**src/hdl/vna_pkg.sv**
```systemverilog
// Shared types and constants of the vertex normal accumulator.
// No dependencies; every module of the block imports this package.
package vna_pkg;

   localparam int MAX_VERTICES = 1024;
   localparam int IDX_W        = $clog2(MAX_VERTICES);
   localparam int CNT_W        = 11;
   localparam int POS_W        = 32;
   localparam int SUM_W        = 24;
   localparam int NRM_W        = 16;
   localparam int VEC_W        = 34;
   localparam int QUEUE_DEPTH  = 2;
   localparam int QPTR_W       = 1;

   localparam logic [CNT_W-1:0] VCOUNT_RESET = CNT_W'(1024);
   localparam logic [CNT_W-1:0] MAX_CNT      = CNT_W'(MAX_VERTICES);

   localparam logic [1:0] OP_LOAD = 2'd0;
   localparam logic [1:0] OP_TRI  = 2'd1;
   localparam logic [1:0] OP_READ = 2'd2;

   localparam logic [1:0] ST_OK    = 2'd0;
   localparam logic [1:0] ST_RANGE = 2'd1;
   localparam logic [1:0] ST_DEGEN = 2'd2;

   typedef enum logic [2:0] {
      K_LOAD = 3'd0,
      K_TRI  = 3'd1,
      K_READ = 3'd2,
      K_NOP  = 3'd3,
      K_BAD  = 3'd4
   } kind_type;

   typedef struct packed {
      logic [1:0]              operation;
      logic [IDX_W-1:0]        index_a;
      logic [IDX_W-1:0]        index_b;
      logic [IDX_W-1:0]        index_c;
      logic signed [POS_W-1:0] pos_x;
      logic signed [POS_W-1:0] pos_y;
      logic signed [POS_W-1:0] pos_z;
   } req_type;

   typedef struct packed {
      logic [1:0]              status;
      logic signed [NRM_W-1:0] normal_x;
      logic signed [NRM_W-1:0] normal_y;
      logic signed [NRM_W-1:0] normal_z;
   } rsp_type;

   typedef struct packed {
      kind_type                kind;
      logic [IDX_W-1:0]        index_a;
      logic [IDX_W-1:0]        index_b;
      logic [IDX_W-1:0]        index_c;
      logic signed [POS_W-1:0] pos_x;
      logic signed [POS_W-1:0] pos_y;
      logic signed [POS_W-1:0] pos_z;
   } cmd_type;

   typedef struct packed {
      logic signed [VEC_W-1:0] x;
      logic signed [VEC_W-1:0] y;
      logic signed [VEC_W-1:0] z;
   } vec3_type;

   typedef struct packed {
      logic signed [NRM_W-1:0] x;
      logic signed [NRM_W-1:0] y;
      logic signed [NRM_W-1:0] z;
   } nrm3_type;

endpackage

```
**src/hdl/vna_queue.sv**
```systemverilog
// Short command queue between the front end and the back end.
// Depends on vna_pkg for the command type and depth.
module vna_queue import vna_pkg::*; (
   input  logic    clock,
   input  logic    reset,
   input  logic    push,
   input  cmd_type push_data,
   output logic    ready,
   input  logic    pop,
   output logic    valid,
   output cmd_type head
);

   cmd_type             mem_ff [QUEUE_DEPTH];
   logic [QPTR_W-1:0]   wr_ptr_ff, rd_ptr_ff;
   logic [QPTR_W:0]     count_ff;

   assign ready = count_ff != (QPTR_W+1)'(QUEUE_DEPTH);
   assign valid = count_ff != '0;
   assign head  = mem_ff[rd_ptr_ff];

   always_ff @(posedge clock) begin
      if (push) begin
         mem_ff[wr_ptr_ff] <= push_data;
      end
   end

   always_ff @(posedge clock) begin
      if (reset) begin
         wr_ptr_ff <= '0;
         rd_ptr_ff <= '0;
         count_ff  <= '0;
      end else begin
         if (push) begin
            wr_ptr_ff <= wr_ptr_ff + 1'b1;
         end
         if (pop) begin
            rd_ptr_ff <= rd_ptr_ff + 1'b1;
         end
         if (push && !pop) begin
            count_ff <= count_ff + 1'b1;
         end else if (pop && !push) begin
            count_ff <= count_ff - 1'b1;
         end
      end
   end

endmodule

```
**config.mk**
```make
export PLATFORM = sky130hd
export DESIGN_NAME = vna_queue
export DESIGN_NICKNAME = d
export VERILOG_FILES = /design/src/hdl/vna_pkg.sv /design/src/hdl/vna_queue.sv
export SDC_FILE = /design/constraint.sdc
export NUM_CORES = 1
export LEC_CHECK = 0
export BUFFER_PORTS_ARGS = -buffer_cell sky130_fd_sc_hd__clkbuf_2
export CORE_ASPECT_RATIO = 0.9
export CORE_MARGIN = 4
export CORE_UTILIZATION = 50
export DETAILED_ROUTE_END_ITERATION = 8
export GPL_TIMING_DRIVEN = 0
export HOLD_SLACK_MARGIN = 0.12
export PLACE_DENSITY = 0.8
export SLEW_MARGIN = 5
export SYNTH_ARGS = -nofsm -noshare
export SYNTH_HDL_FRONTEND = slang
export SYNTH_SLANG_ARGS = --single-unit
export TNS_END_PERCENT = 10
```
**constraint.sdc**
```tcl
create_clock -name clock -period 19.32 [get_ports clock]
set_input_delay 2.898 -clock clock [delete_from_list [all_inputs] [get_ports clock]]
set_output_delay 2.898 -clock clock [all_outputs]
set_load 0.05 [all_outputs]
```
Word-level counts from Yosys, hierarchy flattened. Memory sizes are Yosys's and may differ from the RTL's. A register that Yosys moved wholly into a read port is not among the register bits. Index checks and enable logic that the tools add are counted.

Register bits after elaboration: 4. Logic and storage cells: 21. Memories kept: 1. Output and inout bits: 131. Bits in writable memories: 258.

$add $sub $neg: 4. Reduce and logical (&&, ||, !) cells: 6. Mux-type cells: 6. Equal/unequal tests: 1.

Memory list: mem_ff (words 2, bits a word 129, read ports 1, clocked after memory_dff 1, write ports 1, RTL line vna_queue.sv:14) `cmd_type mem_ff [QUEUE_DEPTH];`.

Operators with widths (count): $mux 1 (4); $mux 2 (2); $reduce_bool 2->1 (2); $add 1x1->1 const B (2); $add 2x1->2 const B (1); $logic_and 1x1->1 (2); $logic_not 1->1 (2); $ne 2x2->1 const B (1); $sub 2x1->2 const B (1).

Depth between registers and ports, before layout.
Word-level depth: 4. Depth in mapped cells: 5. Depth with buffers taken out: 5.

Worst setup path after synthesis. No wires, ideal clock.

Path kind: in2reg. From: in push. To: mem mem_ff[0][0] (netlist name) (enable). Data arrival time: 8.489 ns. Stages on the path: 1. Path buffers: 0. Setup slack: 10.197 ns. Cells stage by stage: nor2b_1.

Word-level cells in the longest chain between the ends: 2.

Ends and longest elaborated chain: start, declared (RTL line vna_queue.sv:6) `input logic push,`; $mux 1 (RTL line vna_queue.sv:23) `if (push) begin`; $mux 1 (implied by the code) (RTL line vna_queue.sv:24) `mem_ff[wr_ptr_ff] <= push_data;`; end, declared (RTL line vna_queue.sv:14).

No other way between the ends.

==> impl_metrics.json <==
{
  "clockPowerShare_pct": 33.5,
  "fin_crit_ns": 4.81,
  "initial_core_util_pct": 51.4,
  "insertion_delay_ns": 0.51,
  "ant_nets": 0,
  "cts.htree.levels": 1,
  "run_status": "finished, final reports clean",
  "antenna_cells": 0,
  "hp-class": "flip-flop to flip-flop",
  "antenna_found_initial": 0,
  "netSwitchingPower_uw": 371,
  "synthArstFlopShare_pct": 0,
  "core_area_um2": 18600,
  "pre_cts_slack_ns": 14.74,
  "synth_most_common_cell": "edfxtp_1",
  "die_w_um": 154,
  "combPwrFrac_pct": 17.4,
  "dieArea_um2": 21400,
  "fin_util_pct": 65.1,
  "grt_overflow_total": 0,
  "swShare_pct": 27.1,
  "cts_num_sinks": 263,
  "num_vias": 4957,
  "synth_cells": 423,
  "synth_warnings": 0,
  "grt_max_degree": 71,
  "synth.avg_cell_area_um2": 22.6,
  "post_drt_wl_per_cell_um": 18.8,
  "setup_viol": 0,
  "internal_power_uw": 1000,
  "yosysTopAreaCell": "edfxtp_1",
  "via_per_inst": 5.04,
  "cts_tree": "built",
  "yosysUniqueCellTypes": 17,
  "synth-seq-area-share_pct": 82.1,
  "rsz0062_at_grt": "no",
  "netlist.area_leader.share_pct": 81.0,
  "cts_resized": 0,
  "maxSlewViolCount": 0,
  "relSlewSlack_pct": 41.2,
  "worstPathMaxFanout": 10,
  "holdBufCountCts": 0,
  "dp_hpwl_um": 12900,
  "syn_to_final_growth_pct": 26.6,
  "drcViolationCount": 0,
  "track_usage_pct": 16.7,
  "grt_pass1_vias": 5365,
  "clk_pin_slew_worst_paths_ns": 0.06,
  "drt-initial-drc-count": 248,
  "wirelength_um": 18500,
  "vdd.ir_drop.worst_mv": 0.0980,
  "grt_pass1_wl_um": 28900,
  "cts_root_buf": "clkbuf_16",
  "required_ns": 16.42,
  "power_leakage_uw": 0.00462,
  "fin_crit_sh_pct": 24.9,
  "timing.fmax_mhz": 208,
  "worst_slack_ns": 14.51,
  "drive_gt1_share_pct": 61.4,
  "cts_buffer_depth": 3,
  "seqPwrFrac_pct": 49.2,
  "tightest_slew_ns": 0.882,
  "synthTopCellsByArea": "edfxtp_1 81%, mux2_2 15%, buf_6 1.5%",
  "dr.pass1.iters": 4,
  "gp_congestion": 0.781,
  "start_kind": "flip-flop",
  "synth_fp_nets": 557,
  "setup_tns_ns": 0,
  "rows": 47,
  "drv_cap": 0,
  "post_dp_cell_area_um2": 11300,
  "skew_ns": 0.00870,
  "synth_edf_count": 258,
  "die_y_um": 139,
  "synth-seq-cells": 263,
  "ys.flop_type": "edfxtp_1",
  "portBuffers": 263,
  "cp-end-kind": "primary output",
  "post-cts-setup-buffers": 0,
  "synthTopCellsByCount": "258 x edfxtp_1, 129 x mux2_2, 13 x buf_6",
  "io_pins": 264,
  "postLayoutCellArea_um2": 12100,
  "synth_area_um2": 9560,
  "nNetsFinal": 853,
  "cts_inserted_buffers": 26,
  "hold_violations": 0,
  "power_density_nw_per_um2": 113,
  "path_class": "flip-flop to primary output",
  "cp_data_arrival_time_ns": 1.91
}
## stage by stage
stage	cells	hold WS (ns)	total power, uW
after floorplan	423	0.461	864
after global placement	931	0.487	923
after detailed placement	936	0.497	926
after CTS	983	0.511	1390
after global routing	983	0.543	1420
final	983	0.508	1370
## power groups by stage
stage	registers [uW]	clock network (uW)	logic [uW]
detailed placement	686	0	240
global placement	692	0	230
floorplan	689	0	175
CTS	675	470	241
finish	674	459	238
global route	677	496	250
## registers in the layout, summed over array words and instances (netlist names), named ones only
name and count:
mem_ff 258, rd_ptr_ff 1, wr_ptr_ff 1, count_ff 2
## path summary, 6_finish.rpt
kind	from	to	slack, ns	cells after the start
setup / recovery	flip-flop	head[63]	14.51	4
hold / removal	rd_ptr_ff$_SDFFE_PP0P_	flip-flop	0.51	2
setup reg to reg	wr_ptr_ff$_SDFFE_PP0P_	mem_ff[1][67]$_DFFE_PP_	17.38	2
hold reg to reg	rd_ptr_ff$_SDFFE_PP0P_	flip-flop	0.51	2
## worst max-delay path: stages (launching register included)
cell and delay (ns):
dfxtp_1 0.37, buf_6 0.23, buf_6 0.20, mux2_2 0.35
clkbuf_2 0.24
## area by class of cell
| type | instances | area, um2 |
|---|---|---|
| timing repair buffer | 268 | 1430 |
| sequential | 263 | 7850 |
| fill | 1284 | 6480 |
| inverter | 1 | 3.75 |
| tap | 245 | 307 |
| clock inverter | 13 | 65.1 |
| clock buffer | 34 | 732 |
| buffer | 14 | 151 |
| multi-input combinational | 145 | 1570 |
## logic make-up after synthesis
family	share of synthesized area, %
flip-flops	82.1
multiplexers	15.2
adder cells (fa/ha/maj)	0.131
AND/OR/NAND/NOR	0.484
buffers and inverters	1.62
AO/OA/AOI/OAI	0.105
XOR/XNOR	0.367
## cell usage in the layout (no fill, tap or decap)
| cell | count |
|---|---|
| clkbuf_2 | 263 |
| edfxtp_1 | 258 |
| mux2_2 | 129 |
| clkbuf_16 | 27 |
| buf_6 | 13 |
| clkinv_2 | 7 |
| dfxtp_1 | 5 |
| nor2_1 | 4 |
| clkbuf_1 | 4 |
| clkinv_1 | 4 |
| clkbuf_8 | 3 |
| buf_12 | 3 |
| xor2_1 | 2 |
| xnor2_1 | 2 |
| clkinvlp_4 | 2 |
| buf_16 | 2 |
| buf_2 | 1 |
| or2_2 | 1 |
| and2_4 | 1 |
| inv_1 | 1 |
| nand2b_1 | 1 |
| nor2b_4 | 1 |
| o21ai_0 | 1 |
| or3_1 | 1 |
| a21oi_1 | 1 |
| ha_1 | 1 |
## routing by layer
layer  global-route usage (%)  wire (um)  part of all wire (%)
met4                     3.81        384                   2.1
met2                     28.2       9140                    49
met1                     21.2       7160                    39
met5                        0          0                     0
met3                     5.62       1790                   9.7
Power figures use the tool's default switching activity.
