**src/hdl/vna_pkg.sv**
```systemverilog
// Shared types and constants of the vertex normal accumulator.
// No dependencies; every module of the block imports this package.
package vna_pkg;

   localparam int MAX_VERTICES = 1024;
   localparam int IDX_W        = $clog2(MAX_VERTICES);
   localparam int CNT_W        = 11;
   localparam int POS_W        = 32;
   localparam int SUM_W        = 24;
   localparam int NRM_W        = 16;
   localparam int VEC_W        = 34;
   localparam int QUEUE_DEPTH  = 2;
   localparam int QPTR_W       = 1;

   localparam logic [CNT_W-1:0] VCOUNT_RESET = CNT_W'(1024);
   localparam logic [CNT_W-1:0] MAX_CNT      = CNT_W'(MAX_VERTICES);

   localparam logic [1:0] OP_LOAD = 2'd0;
   localparam logic [1:0] OP_TRI  = 2'd1;
   localparam logic [1:0] OP_READ = 2'd2;

   localparam logic [1:0] ST_OK    = 2'd0;
   localparam logic [1:0] ST_RANGE = 2'd1;
   localparam logic [1:0] ST_DEGEN = 2'd2;

   typedef enum logic [2:0] {
      K_LOAD = 3'd0,
      K_TRI  = 3'd1,
      K_READ = 3'd2,
      K_NOP  = 3'd3,
      K_BAD  = 3'd4
   } kind_type;

   typedef struct packed {
      logic [1:0]              operation;
      logic [IDX_W-1:0]        index_a;
      logic [IDX_W-1:0]        index_b;
      logic [IDX_W-1:0]        index_c;
      logic signed [POS_W-1:0] pos_x;
      logic signed [POS_W-1:0] pos_y;
      logic signed [POS_W-1:0] pos_z;
   } req_type;

   typedef struct packed {
      logic [1:0]              status;
      logic signed [NRM_W-1:0] normal_x;
      logic signed [NRM_W-1:0] normal_y;
      logic signed [NRM_W-1:0] normal_z;
   } rsp_type;

   typedef struct packed {
      kind_type                kind;
      logic [IDX_W-1:0]        index_a;
      logic [IDX_W-1:0]        index_b;
      logic [IDX_W-1:0]        index_c;
      logic signed [POS_W-1:0] pos_x;
      logic signed [POS_W-1:0] pos_y;
      logic signed [POS_W-1:0] pos_z;
   } cmd_type;

   typedef struct packed {
      logic signed [VEC_W-1:0] x;
      logic signed [VEC_W-1:0] y;
      logic signed [VEC_W-1:0] z;
   } vec3_type;

   typedef struct packed {
      logic signed [NRM_W-1:0] x;
      logic signed [NRM_W-1:0] y;
      logic signed [NRM_W-1:0] z;
   } nrm3_type;

endpackage

```
**src/hdl/vna_front.sv**
```systemverilog
// Front end: holds the vertex count register, range-checks and classifies items.
// Depends on vna_pkg; feeds vna_queue.
module vna_front import vna_pkg::*; (
   input  logic             clock,
   input  logic             reset,
   input  logic             csr_wr_en,
   input  logic [CNT_W-1:0] csr_wr_data,
   input  logic             req_valid,
   output logic             req_ready,
   input  req_type          req_data,
   input  logic             init_done,
   input  logic             q_ready,
   output logic             q_push,
   output cmd_type          q_cmd
);

   logic [CNT_W-1:0] vcount_ff;
   logic [CNT_W-1:0] limit;
   logic             a_ok, b_ok, c_ok;

   always_ff @(posedge clock) begin
      if (reset) begin
         vcount_ff <= VCOUNT_RESET;
      end else if (csr_wr_en) begin
         vcount_ff <= csr_wr_data;
      end
   end

   assign limit = (vcount_ff > MAX_CNT) ? MAX_CNT : vcount_ff;
   assign a_ok  = {1'b0, req_data.index_a} < limit;
   assign b_ok  = {1'b0, req_data.index_b} < limit;
   assign c_ok  = {1'b0, req_data.index_c} < limit;

   assign req_ready = q_ready & init_done;
   assign q_push    = req_valid & req_ready;

   always_comb begin
      q_cmd.index_a = req_data.index_a;
      q_cmd.index_b = req_data.index_b;
      q_cmd.index_c = req_data.index_c;
      q_cmd.pos_x   = req_data.pos_x;
      q_cmd.pos_y   = req_data.pos_y;
      q_cmd.pos_z   = req_data.pos_z;
      unique case (req_data.operation)
         OP_LOAD: q_cmd.kind = a_ok ? K_LOAD : K_BAD;
         OP_TRI:  q_cmd.kind = (a_ok && b_ok && c_ok) ? K_TRI : K_BAD;
         OP_READ: q_cmd.kind = a_ok ? K_READ : K_BAD;
         default: q_cmd.kind = K_NOP;
      endcase
   end

endmodule

```
**config.mk**
```make
export PLATFORM = sky130hd
export DESIGN_NAME = vna_front
export DESIGN_NICKNAME = d
export VERILOG_FILES = /design/src/hdl/vna_pkg.sv /design/src/hdl/vna_front.sv
export SDC_FILE = /design/constraint.sdc
export NUM_CORES = 1
export LEC_CHECK = 0
export BUFFER_PORTS_ARGS = -buffer_cell sky130_fd_sc_hd__buf_2
export CAP_MARGIN = 40
export CELL_PAD_IN_SITES_DETAIL_PLACEMENT = 1
export CELL_PAD_IN_SITES_GLOBAL_PLACEMENT = 1
export CORE_ASPECT_RATIO = 1.4
export CORE_MARGIN = 8
export CORE_UTILIZATION = 20
export CTS_BUF_LIST = sky130_fd_sc_hd__clkbuf_8
export DETAILED_ROUTE_END_ITERATION = 10
export MAX_ROUTING_LAYER = met4
export PLACE_DENSITY = 0.95
export SYNTH_ARGS = -nofsm -noshare
export SYNTH_HDL_FRONTEND = slang
export SYNTH_SLANG_ARGS = --single-unit
```
**constraint.sdc**
```tcl
create_clock -name clock -period 3.1 [get_ports clock]
set_input_delay 0.62 -clock clock [delete_from_list [all_inputs] [get_ports clock]]
set_output_delay 0.62 -clock clock [all_outputs]
set_load 0.01 [all_outputs]
```
# Word level (Yosys, flattened, before mapping)
# Index checks and enable logic that the tools add are counted.
[totals] elab_cells=17 reg_bits=11 out_inout_bits=131 inputBits=145
[op_classes] muxes=5 magnitude_cmp=4 n_bitwise=2 n_eq_ne=2 n_reduce_logical=3
[op_table] operator="10-bit by 11-bit < comparator with 1-bit output" count=3
[op_table] operator="11-bit > comparator (second input constant)" count=1
[op_table] operator="11-bit 2-to-1 mux" count=1
[op_table] operator="3-bit 2-to-1 mux" count=3
[op_table] operator="3-bit case mux with 3 select lines" count=1
[op_table] operator="1-bit AND" count=2
[op_table] operator="2-bit by 1-bit == test with 1-bit output (second input constant)" count=1
[op_table] operator="2-bit == test (second input constant)" count=1
[op_table] operator="1-bit logical AND" count=2
[op_table] operator="2-bit zero test" count=1

# Longest topological paths before layout
# Gate-level depths: netlist of the first run.
[logic_depth] ltp_word=7 ltp_mapped=9 ltp_nobuf=8

# Worst setup path before layout of the first run
# Ideal clock, no wire load.
[synth_path] path_type="register -> output" from="register vcount_ff[10]" to="output q_cmd[126] (netlist bit)" slack_ns=0.459 arrival_ns=2.021 t_required_ns=2.480 path_stages_with_launch=9 n_path_buf=1 cell_sequence="dfxtp_1 clkbuf_1 nand2b_1 ha_1 a21o_1 a2111oi_2 o22ai_1 nor3_2 o21a_1"
[synth_lines] element="from (decl)" line="vna_front.sv:17" source="logic [CNT_W-1:0] vcount_ff;"
[synth_lines] element="from (signal assigned)" line="vna_front.sv:25" source="vcount_ff <= csr_wr_data;"
[synth_lines] element="to (decl)" line="vna_front.sv:14" source="output cmd_type q_cmd"

==> results of run 1 <==
-- kinds of logic after synthesis --
kind of cell,count (synthesis),synth area share
flops,11,0.108
simple gates,40,0.105
buf+inv,131,0.473
fa+ha+maj,27,0.165
mux,10,0.0490
compound gates,30,0.0998
-- final timing paths --
kind / startpoint / end / cells after the start / slack (ns)
max: vcount_ff[10] / q_cmd[128] / 9 / 0.16
min: vcount_ff[5] / vcount_ff[5] / 2 / 0.50
min reg2reg: vcount_ff[5] / vcount_ff[5] / 2 / 0.50
max reg2reg: vcount_ff[10] / vcount_ff[10] / 2 / 2.25
-- layer usage --
metal,track usage,vias to the layer above,part of all wire
met5,-,-,0
met4,0.0798,0,0.054
met3,0.104,62,0.24
met2,0.195,119,0.50
met1,0.0638,635,0.21
li1,-,635,-
-- synthesized netlist by cell type (3+ instances only) --
| cell type | n |
|---|---|
| nor2b_1 | 3 |
| a21oi_1 | 12 |
| nand2_1 | 4 |
| o21ai_0 | 5 |
| nand2b_1 | 9 |
| buf_4 | 126 |
| mux2i_1 | 10 |
| ha_1 | 27 |
| dfxtp_1 | 11 |
| nor2_1 | 14 |
-- worst max-delay path, cell delays in order, from the launching register on --
cell and delay, ns:
dfxtp_4 0.38, nand2b_4 0.18, buf_4 0.14, ha_1 0.28
nand2_1 0.08, o211a_1 0.25, a221oi_4 0.34, nor3_2 0.08
a211oi_2 0.19, buf_2 0.17
-- timing repair --
| action | CTS | global route |
|---|---|---|
| endpoints found under the setup margin | 3 | 3 |
| pin swaps | 0 | 3 |
| resized for setup | 3 | 9 |
-- power by group --
group	total (W)	internal [W]	leakage, nW	switching [W]
Clock	0.000133	0.0000863	0.0269	0.0000464
Sequential	0.000159	0.000150	0.0910	0.00000892
Combinational	0.000186	0.0000884	0.757	0.0000974
-- stage by stage --
| stage | instances | cell area (um^2) | worst slack (ns) | hold slack, ns |
|---|---|---|---|---|
| after global routing | 348 | 1800 | 0.00506 | 0.552 |
| after detailed placement | 341 | 1690 | 0.0621 | 0.486 |
| after floorplan | 249 | 2040 | 0.459 | 0.461 |
| after global placement | 341 | 1690 | 0.189 | 0.481 |
| after CTS | 345 | 1740 | 0.0126 | 0.498 |
| final | 348 | 1800 | 0.161 | 0.502 |
-- final cells by class --
| class | count | area share |
|---|---|---|
| inverters | 2 | 0.00418 |
| multi-input cells | 107 | 0.504 |
| flip-flops and latches | 11 | 0.125 |
| well taps | 135 | 0.0940 |
| clock inverters | 1 | 0.00209 |
| repair buffers | 86 | 0.244 |
| diodes | 3 | 0.00418 |
| clock buffers | 3 | 0.0230 |
-- cells in the final DEF, fill, tap and decap left out, types with 2 or more instances in the layout --
cell / instances
diode_2: 3
nand2b_1: 6
nor2b_1: 3
nand2b_4: 3
o21ai_0: 4
dfxtp_1: 10
nand2_1: 4
buf_4: 3
a21oi_1: 9
inv_1: 3
ha_1: 27
clkbuf_8: 3
nand4b_1: 2
a21oi_2: 4
mux2i_1: 10
a21o_1: 2
buf_2: 83
nand3_1: 2
nor2_1: 14
==> flow_summary.json, run 1 <==
{
  "grt_max_degree": 16,
  "start_util": 0.205,
  "fp.dieW_um": 101,
  "final.setup.tns_ns": 0,
  "run_status": "finished clean",
  "drc": 0,
  "yosysTopAreaCell": "buf_4",
  "portBuffers": 83,
  "root_buffer": "clkbuf_8",
  "nFillCells": 1223,
  "utilization": 0.181,
  "netlist.area_leader.share": 0.463,
  "cts_tree": "done",
  "critPathLaunchType": "flop",
  "num_vias": 1451,
  "drv_slew": 0,
  "grt_pass1_wl_mm": 10.7,
  "synth_warnings": 0,
  "rsz0062_at_grt": "false",
  "multi_input_area_um2": 906,
  "syn_inst": 249,
  "period_needed_ns": 2.94,
  "endpoint_kind": "output port",
  "top_regs": "vcount_ff x11",
  "clkLatencyLatePin_ns": 0.23,
  "totalWireLength_mm": 8.03,
  "grtUsageTotal": 0.113,
  "largest_reg_flops": 11,
  "first_pass_iters": 2,
  "rows": 43,
  "path_class": "flop to output port",
  "initialDrtViolationCount": 12,
  "drive_gt1_frac": 0.486,
  "cts_setup_buffers": 0,
  "ctsLongestPathBuffers": 2,
  "io_pins": 276,
  "area_growth_pct": -12.1,
  "p_per_area_nw_per_um2": 266,
  "grt_pass1_vias": 1678,
  "antenna_found_initial": 3,
  "drtAntennaViolNets": 0,
  "syn-num-nets": 421,
  "h-tree-depth": 1,
  "post-dp-hpwl_mm": 7.45,
  "die_area_um2": 13800,
  "slew_headroom": 0.771,
  "async_flop_share": 0,
  "vias_per_cell": 4.17,
  "clkTransAtPathRegs_ns": 0.05,
  "ys_types": 33,
  "cp.arrival_ns": 2.32,
  "hp-class": "flop to flop",
  "postCtsHoldBufs": 0,
  "seqCellArea_um2": 224,
  "synth-seq-cells": 11,
  "setup_viol": 0,
  "cts_inserted_buffers": 3,
  "tightestPinTransition_ns": 0.344,
  "syn_area_um2": 2040,
  "grt_overflow": 0,
  "min_period_over_period": 0.948,
  "ir_drop_mv": 0.0892,
  "total_power_w": 0.000478,
  "crit_fanout": 15,
  "synth_sequential_area_ratio": 0.108,
  "synth_area_per_cell_um2": 8.21,
  "nNetsFinal": 383,
  "hold_violations": 0,
  "wl_per_cell_um": 23.1,
  "maxCapViolCount": 0,
  "fmax_mhz": 340,
  "p_leak_nw": 0.875,
  "cts_num_sinks": 11,
  "required_ns": 2.48,
  "fp.dieH_um": 136,
  "top_register": "vcount_ff",
  "fin_worst_skew_ns": 0,
  "ys.flop_type": "dfxtp_1",
  "core_region_area_um2": 9950,
  "synthTopCellsByArea": "buf_4 (46%), ha_1 (17%), dfxtp_1 (11%)",
  "gp_congestion": 0.786,
  "synth_edf_count": 0
}
Power figures use the tool's default switching activity.
==> inputs of run 2 (changes only) <==
- ABC_AREA: unset -> 1
==> flow_summary.json, run 2 <==
{
  "run_status": "finished clean",
  "portBuffers": 83,
  "ctsLongestPathBuffers": 2,
  "syn_area_um2": 2130,
  "gp_congestion": 0.787,
  "synth-seq-cells": 11,
  "post-dp-hpwl_mm": 7.03,
  "ys_top_cells_by_count": "buf_4 (126), nand2_1 (34), nor2_1 (34)",
  "totalWireLength_mm": 8.30,
  "maxCapViolCount": 0,
  "top_regs": "vcount_ff x11",
  "hp-class": "flop to flop",
  "period_needed_ns": 3.09,
  "critPathLaunchType": "flop",
  "drv_slew": 0,
  "dpl-instance-area_um2": 1780,
  "io_pins": 276,
  "num_vias": 1730,
  "rsz0062_at_grt": "true",
  "required_ns": 2.48,
  "root_buffer": "clkbuf_8",
  "path_class": "flop to output port",
  "slew_headroom": 0.850,
  "total_power_w": 0.000611,
  "wl_per_cell_um": 20.2,
  "rows": 44,
  "final.setup.worst_slack_ns": 0.0114,
  "grtUsageTotal": 0.107,
  "cts_tree": "done",
  "syn_inst": 301,
  "tightestPinTransition_ns": 0.224,
  "cts_num_sinks": 11,
  "grt_pass1_vias": 1917,
  "hold-path-cell-count": 2,
  "layout_common_cells": "buf_2 (83), nor2_1 (26), nand2_1 (19), nand2_2 (13), ha_4 (13)",
  "cp.arrival_ns": 2.47,
  "grt_pass1_wl_mm": 10.9,
  "fin_worst_skew_ns": 0,
  "syn-num-nets": 473,
  "synthTopCellsByArea": "buf_4 (44%), ha_1 (16%), dfxtp_1 (10%)",
  "area_growth_pct": 8.58,
  "grt_max_degree": 14,
  "nNetsFinal": 445,
  "top_register": "vcount_ff",
  "setup_viol": 0,
  "grt_overflow": 0,
  "largest_reg_flops": 11,
  "clkLatencyLatePin_ns": 0.23,
  "drtAntennaViolNets": 0,
  "yosysMostFrequentCell": "buf_4",
  "fp.dieH_um": 138,
  "h-tree-depth": 1,
  "start_util": 0.206,
  "endpoint_kind": "output port",
  "crit_fanout": 7,
  "die_area_um2": 14200,
  "postCtsHoldBufs": 0,
  "reg2reg_depth": 3,
  "vias_per_cell": 4.21,
  "hold_violations": 0,
  "synth_area_per_cell_um2": 7.07,
  "final_area_um2": 2310,
  "synth_sequential_area_ratio": 0.103,
  "synth_warnings": 0,
  "drc": 0,
  "p_leak_nw": 1.06,
  "yosysTopAreaCell": "buf_4",
  "min_period_over_period": 0.996,
  "drive_gt1_frac": 0.647,
  "first_pass_iters": 3,
  "p_per_area_nw_per_um2": 264,
  "synth_edf_count": 0,
  "clkTransAtPathRegs_ns": 0.05,
  "dp_worst_setup_slack_ns": 0.192,
  "layout_commonest_cell": "buf_2",
  "fp.dieW_um": 103,
  "antenna_found_initial": 1,
  "fmax_mhz": 324,
  "core_region_area_um2": 10300,
  "initialDrtViolationCount": 16,
  "whs_ns": 0.561,
  "netlist.area_leader.share": 0.444,
  "cts_inserted_buffers": 3,
  "ys_types": 24,
  "async_flop_share": 0,
  "ys.flop_type": "dfxtp_1",
  "ir_drop_mv": 0.101
}
[run 2: per-layer routing]
| layer | track usage | wire, um | up-vias |
|---|---|---|---|
| li1 | - | - | 784 |
| met1 | 0.0667 | 1980 | 764 |
| met2 | 0.190 | 4270 | 88 |
| met3 | 0.0573 | 1230 | 94 |
| met4 | 0.104 | 820 | 0 |
| met5 | - | 0 | - |
[run 2: timing repair]
item	4_1_cts	5_1_grt
hold endpoints to repair	0	0
buffers inserted	1	8
endpoints found under the setup margin	3	3
pin swaps	5	25
gates resized for setup	12	76
[run 2: path summary, 6_finish.rpt]
kind,start,to,slack [ns]
worst max-delay path,vcount_ff[7],q_cmd[128],0.01
worst min-delay path,vcount_ff[3],vcount_ff[3],0.56
worst max register to register,vcount_ff[1],vcount_ff[1],2.27
worst min register to register,vcount_ff[3],vcount_ff[3],0.56
[run 2: logic make-up after synthesis]
logic type / after synthesis / share of synthesized area
compound gates: 32 / 0.0829
fa+ha+maj: 27 / 0.159
buf+inv: 144 / 0.480
flops: 11 / 0.103
simple gates: 87 / 0.175
[run 2: worst max-delay path, stage by stage (launching register included)]
cell and delay [ns]:
dfxtp_2 0.33, nor2_2 0.15, nand3_2 0.11, o21bai_4 0.16, buf_12 0.16, buf_6 0.12
nand2_8 0.06, ha_4 0.26, nand2_2 0.07, o21a_1 0.18, o21a_1 0.22, nand2_4 0.10
a21oi_2 0.06, nor2_1 0.10, buf_2 0.14
[run 2: area by class of cell]
cell class	count	area [um^2]
fillers	1261	8040
multi-input cells	146	1260
repair buffers	95	529
flip-flops and latches	11	240
well taps	138	173
inverters	16	60.1
clock buffers	3	41.3
clock inverters	1	3.75
diodes	1	2.50
[run 2: where the power goes]
group | internal, W | total (W) | switching (W) | leakage (nW)
logic | 0.000143 | 0.000311 | 0.000168 | 0.934
registers | 0.000152 | 0.000164 | 0.0000119 | 0.0951
clock network | 0.0000866 | 0.000137 | 0.0000499 | 0.0269
total | 0.000381 | 0.000611 | 0.000230 | 1.06
[run 2: per-stage QoR]
stage	std cells	utilization	setup TNS (ns)
detailed placement	397	0.172	0
global placement	397	0.172	0
global route	411	0.223	-0.302
floorplan	301	-	0
CTS	402	0.182	0
finish	411	0.223	0
==> inputs of run 3 (changes only) <==
- CELL_PAD_IN_SITES_DETAIL_PLACEMENT: 1 -> 0
==> flow_summary.json, run 3 (same netlist as run 2, synthesis figures left out) <==
{
  "core_region_area_um2": 10300,
  "min_period_over_period": 0.976,
  "grt_pass1_wl_mm": 10.2,
  "rsz0062_at_grt": "true",
  "start_util": 0.206,
  "clkLatencyLatePin_ns": 0.24,
  "drv_slew": 0,
  "hp-class": "flop to flop",
  "clkTransAtPathRegs_ns": 0.05,
  "whs_ns": 0.534,
  "holdPathEnd": "vcount_ff[3]",
  "gp_congestion": 0.787,
  "p_per_area_nw_per_um2": 266,
  "slew_headroom": 0.851,
  "fp.dieW_um": 103,
  "utilization": 0.211,
  "layout_common_cells": "buf_2 (83), nor2_1 (28), nand2_1 (21), ha_1 (19)",
  "endpoint_kind": "output port",
  "hp-start": "vcount_ff[3]",
  "fp.dieH_um": 138,
  "top_regs": "vcount_ff x11",
  "hold-path-cell-count": 2,
  "io_pins": 276,
  "crit_fanout": 7,
  "portBuffers": 83,
  "tightestPinTransition_ns": 0.223,
  "initialDrtViolationCount": 30,
  "largest_reg_flops": 11,
  "fin_worst_skew_ns": 0,
  "post-dp-hpwl_mm": 6.63,
  "r2r-end": "vcount_ff[0]",
  "setup_viol": 0,
  "run_status": "finished clean",
  "grt_overflow": 0,
  "layout_commonest_cell": "buf_2",
  "cts_inserted_buffers": 3,
  "required_ns": 2.48,
  "cts_num_sinks": 11,
  "first_pass_iters": 4,
  "maxCapViolCount": 0,
  "rows": 44,
  "rr_startpoint": "vcount_ff[0]",
  "antenna_found_initial": 1,
  "nFillCells": 1181,
  "hold_violations": 0,
  "p_leak_nw": 1.05,
  "grt_pass1_vias": 1806,
  "fmax_mhz": 331,
  "vias_per_cell": 4.13,
  "drive_gt1_frac": 0.568,
  "root_buffer": "clkbuf_8",
  "cp.arrival_ns": 2.41,
  "num_vias": 1693,
  "ir_drop_mv": 0.113,
  "totalWireLength_mm": 7.47,
  "nNetsFinal": 444,
  "path_class": "flop to output port",
  "drc": 0,
  "grt_max_degree": 14,
  "ctsLongestPathBuffers": 2,
  "rrSetupSlack_ns": 2.32,
  "drtAntennaViolNets": 0,
  "area_growth_pct": 2.59,
  "reg2reg_depth": 3,
  "cts_tree": "done",
  "period_needed_ns": 3.03,
  "wl_per_cell_um": 18.2,
  "grtUsageTotal": 0.102,
  "critPathLaunch": "vcount_ff[8]",
  "critPathLaunchType": "flop",
  "top_register": "vcount_ff",
  "die_area_um2": 14200,
  "h-tree-depth": 1
}
-- run 3: changes by cell type in the layout (fill, tap and decap cells not counted), sizes merged --
cell and change:
buf -1
-- run 3: power breakdown --
| group | leakage (nW) | switching [W] | total (W) | internal, W |
|---|---|---|---|---|
| registers | 0.0939 | 0.0000112 | 0.000164 | 0.000152 |
| logic | 0.933 | 0.000149 | 0.000279 | 0.000130 |
| clock network | 0.0269 | 0.0000520 | 0.000139 | 0.0000867 |
-- run 3: metal layers --
layer / share of wire / track usage
met5: 0 / -
met4: 0.098 / 0.108
met3: 0.16 / 0.0553
met2: 0.49 / 0.178
met1: 0.25 / 0.0608
-- run 3: what timing repair did --
item | CTS | global route
resized for setup | 16 | 48
hold buffers | 0 | 0
setup endpoints to repair | 2 | 3
setup buffers | 2 | 6
pin swaps | 10 | 22
-- run 3: worst max-delay path by stage --
stage,cells past startpoint,slack (ns),to
6_report,15,0.07,q_cmd[126]
4_1_cts,15,0.001,q_cmd[128]
3_3_place_gp,15,0.32,q_cmd[126]
3_5_place_dp,17,0.22,q_cmd[126]
5_1_grt,16,-0.12,q_cmd[128]
2_1_floorplan,17,0.56,q_cmd[126]
-- run 3: per-stage QoR --
| stage | std cells | power, W | worst slack, ns | TNS (ns) | cell area [um^2] |
|---|---|---|---|---|---|
| detailed placement | 397 | 0.000377 | 0.216 | 0 | 1780 |
| floorplan | 301 | 0.000432 | 0.560 | 0 | 2130 |
| global route | 410 | 0.000627 | -0.119 | -0.295 | 2180 |
| global placement | 397 | 0.000368 | 0.316 | 0 | 1780 |
| CTS | 403 | 0.000538 | 0.00106 | 0 | 1920 |
| finish | 410 | 0.000581 | 0.0747 | 0 | 2180 |
-- run 3: layout make-up --
type | instances | area [um^2] | area share
multi-input cells | 146 | 1140 | 0.524
inverters | 16 | 60.1 | 0.0275
clock inverters | 1 | 3.75 | 0.00172
clock buffers | 3 | 41.3 | 0.0189
flip-flops and latches | 11 | 233 | 0.107
diodes | 1 | 2.50 | 0.00115
repair buffers | 94 | 526 | 0.241
well taps | 138 | 173 | 0.0791
-- run 3: worst max-delay path, stage by stage (launching register included) --
cell	delay, ns
dfxtp_4	0.35
nor2_4	0.11
nand3_2	0.11
o21bai_4	0.15
buf_12	0.15
buf_6	0.11
nand2_8	0.07
ha_4	0.27
nand2_2	0.06
o21a_1	0.18
o21a_1	0.22
nand2_4	0.09
inv_1	0.04
nand3_1	0.07
nand2_1	0.05
buf_2	0.13
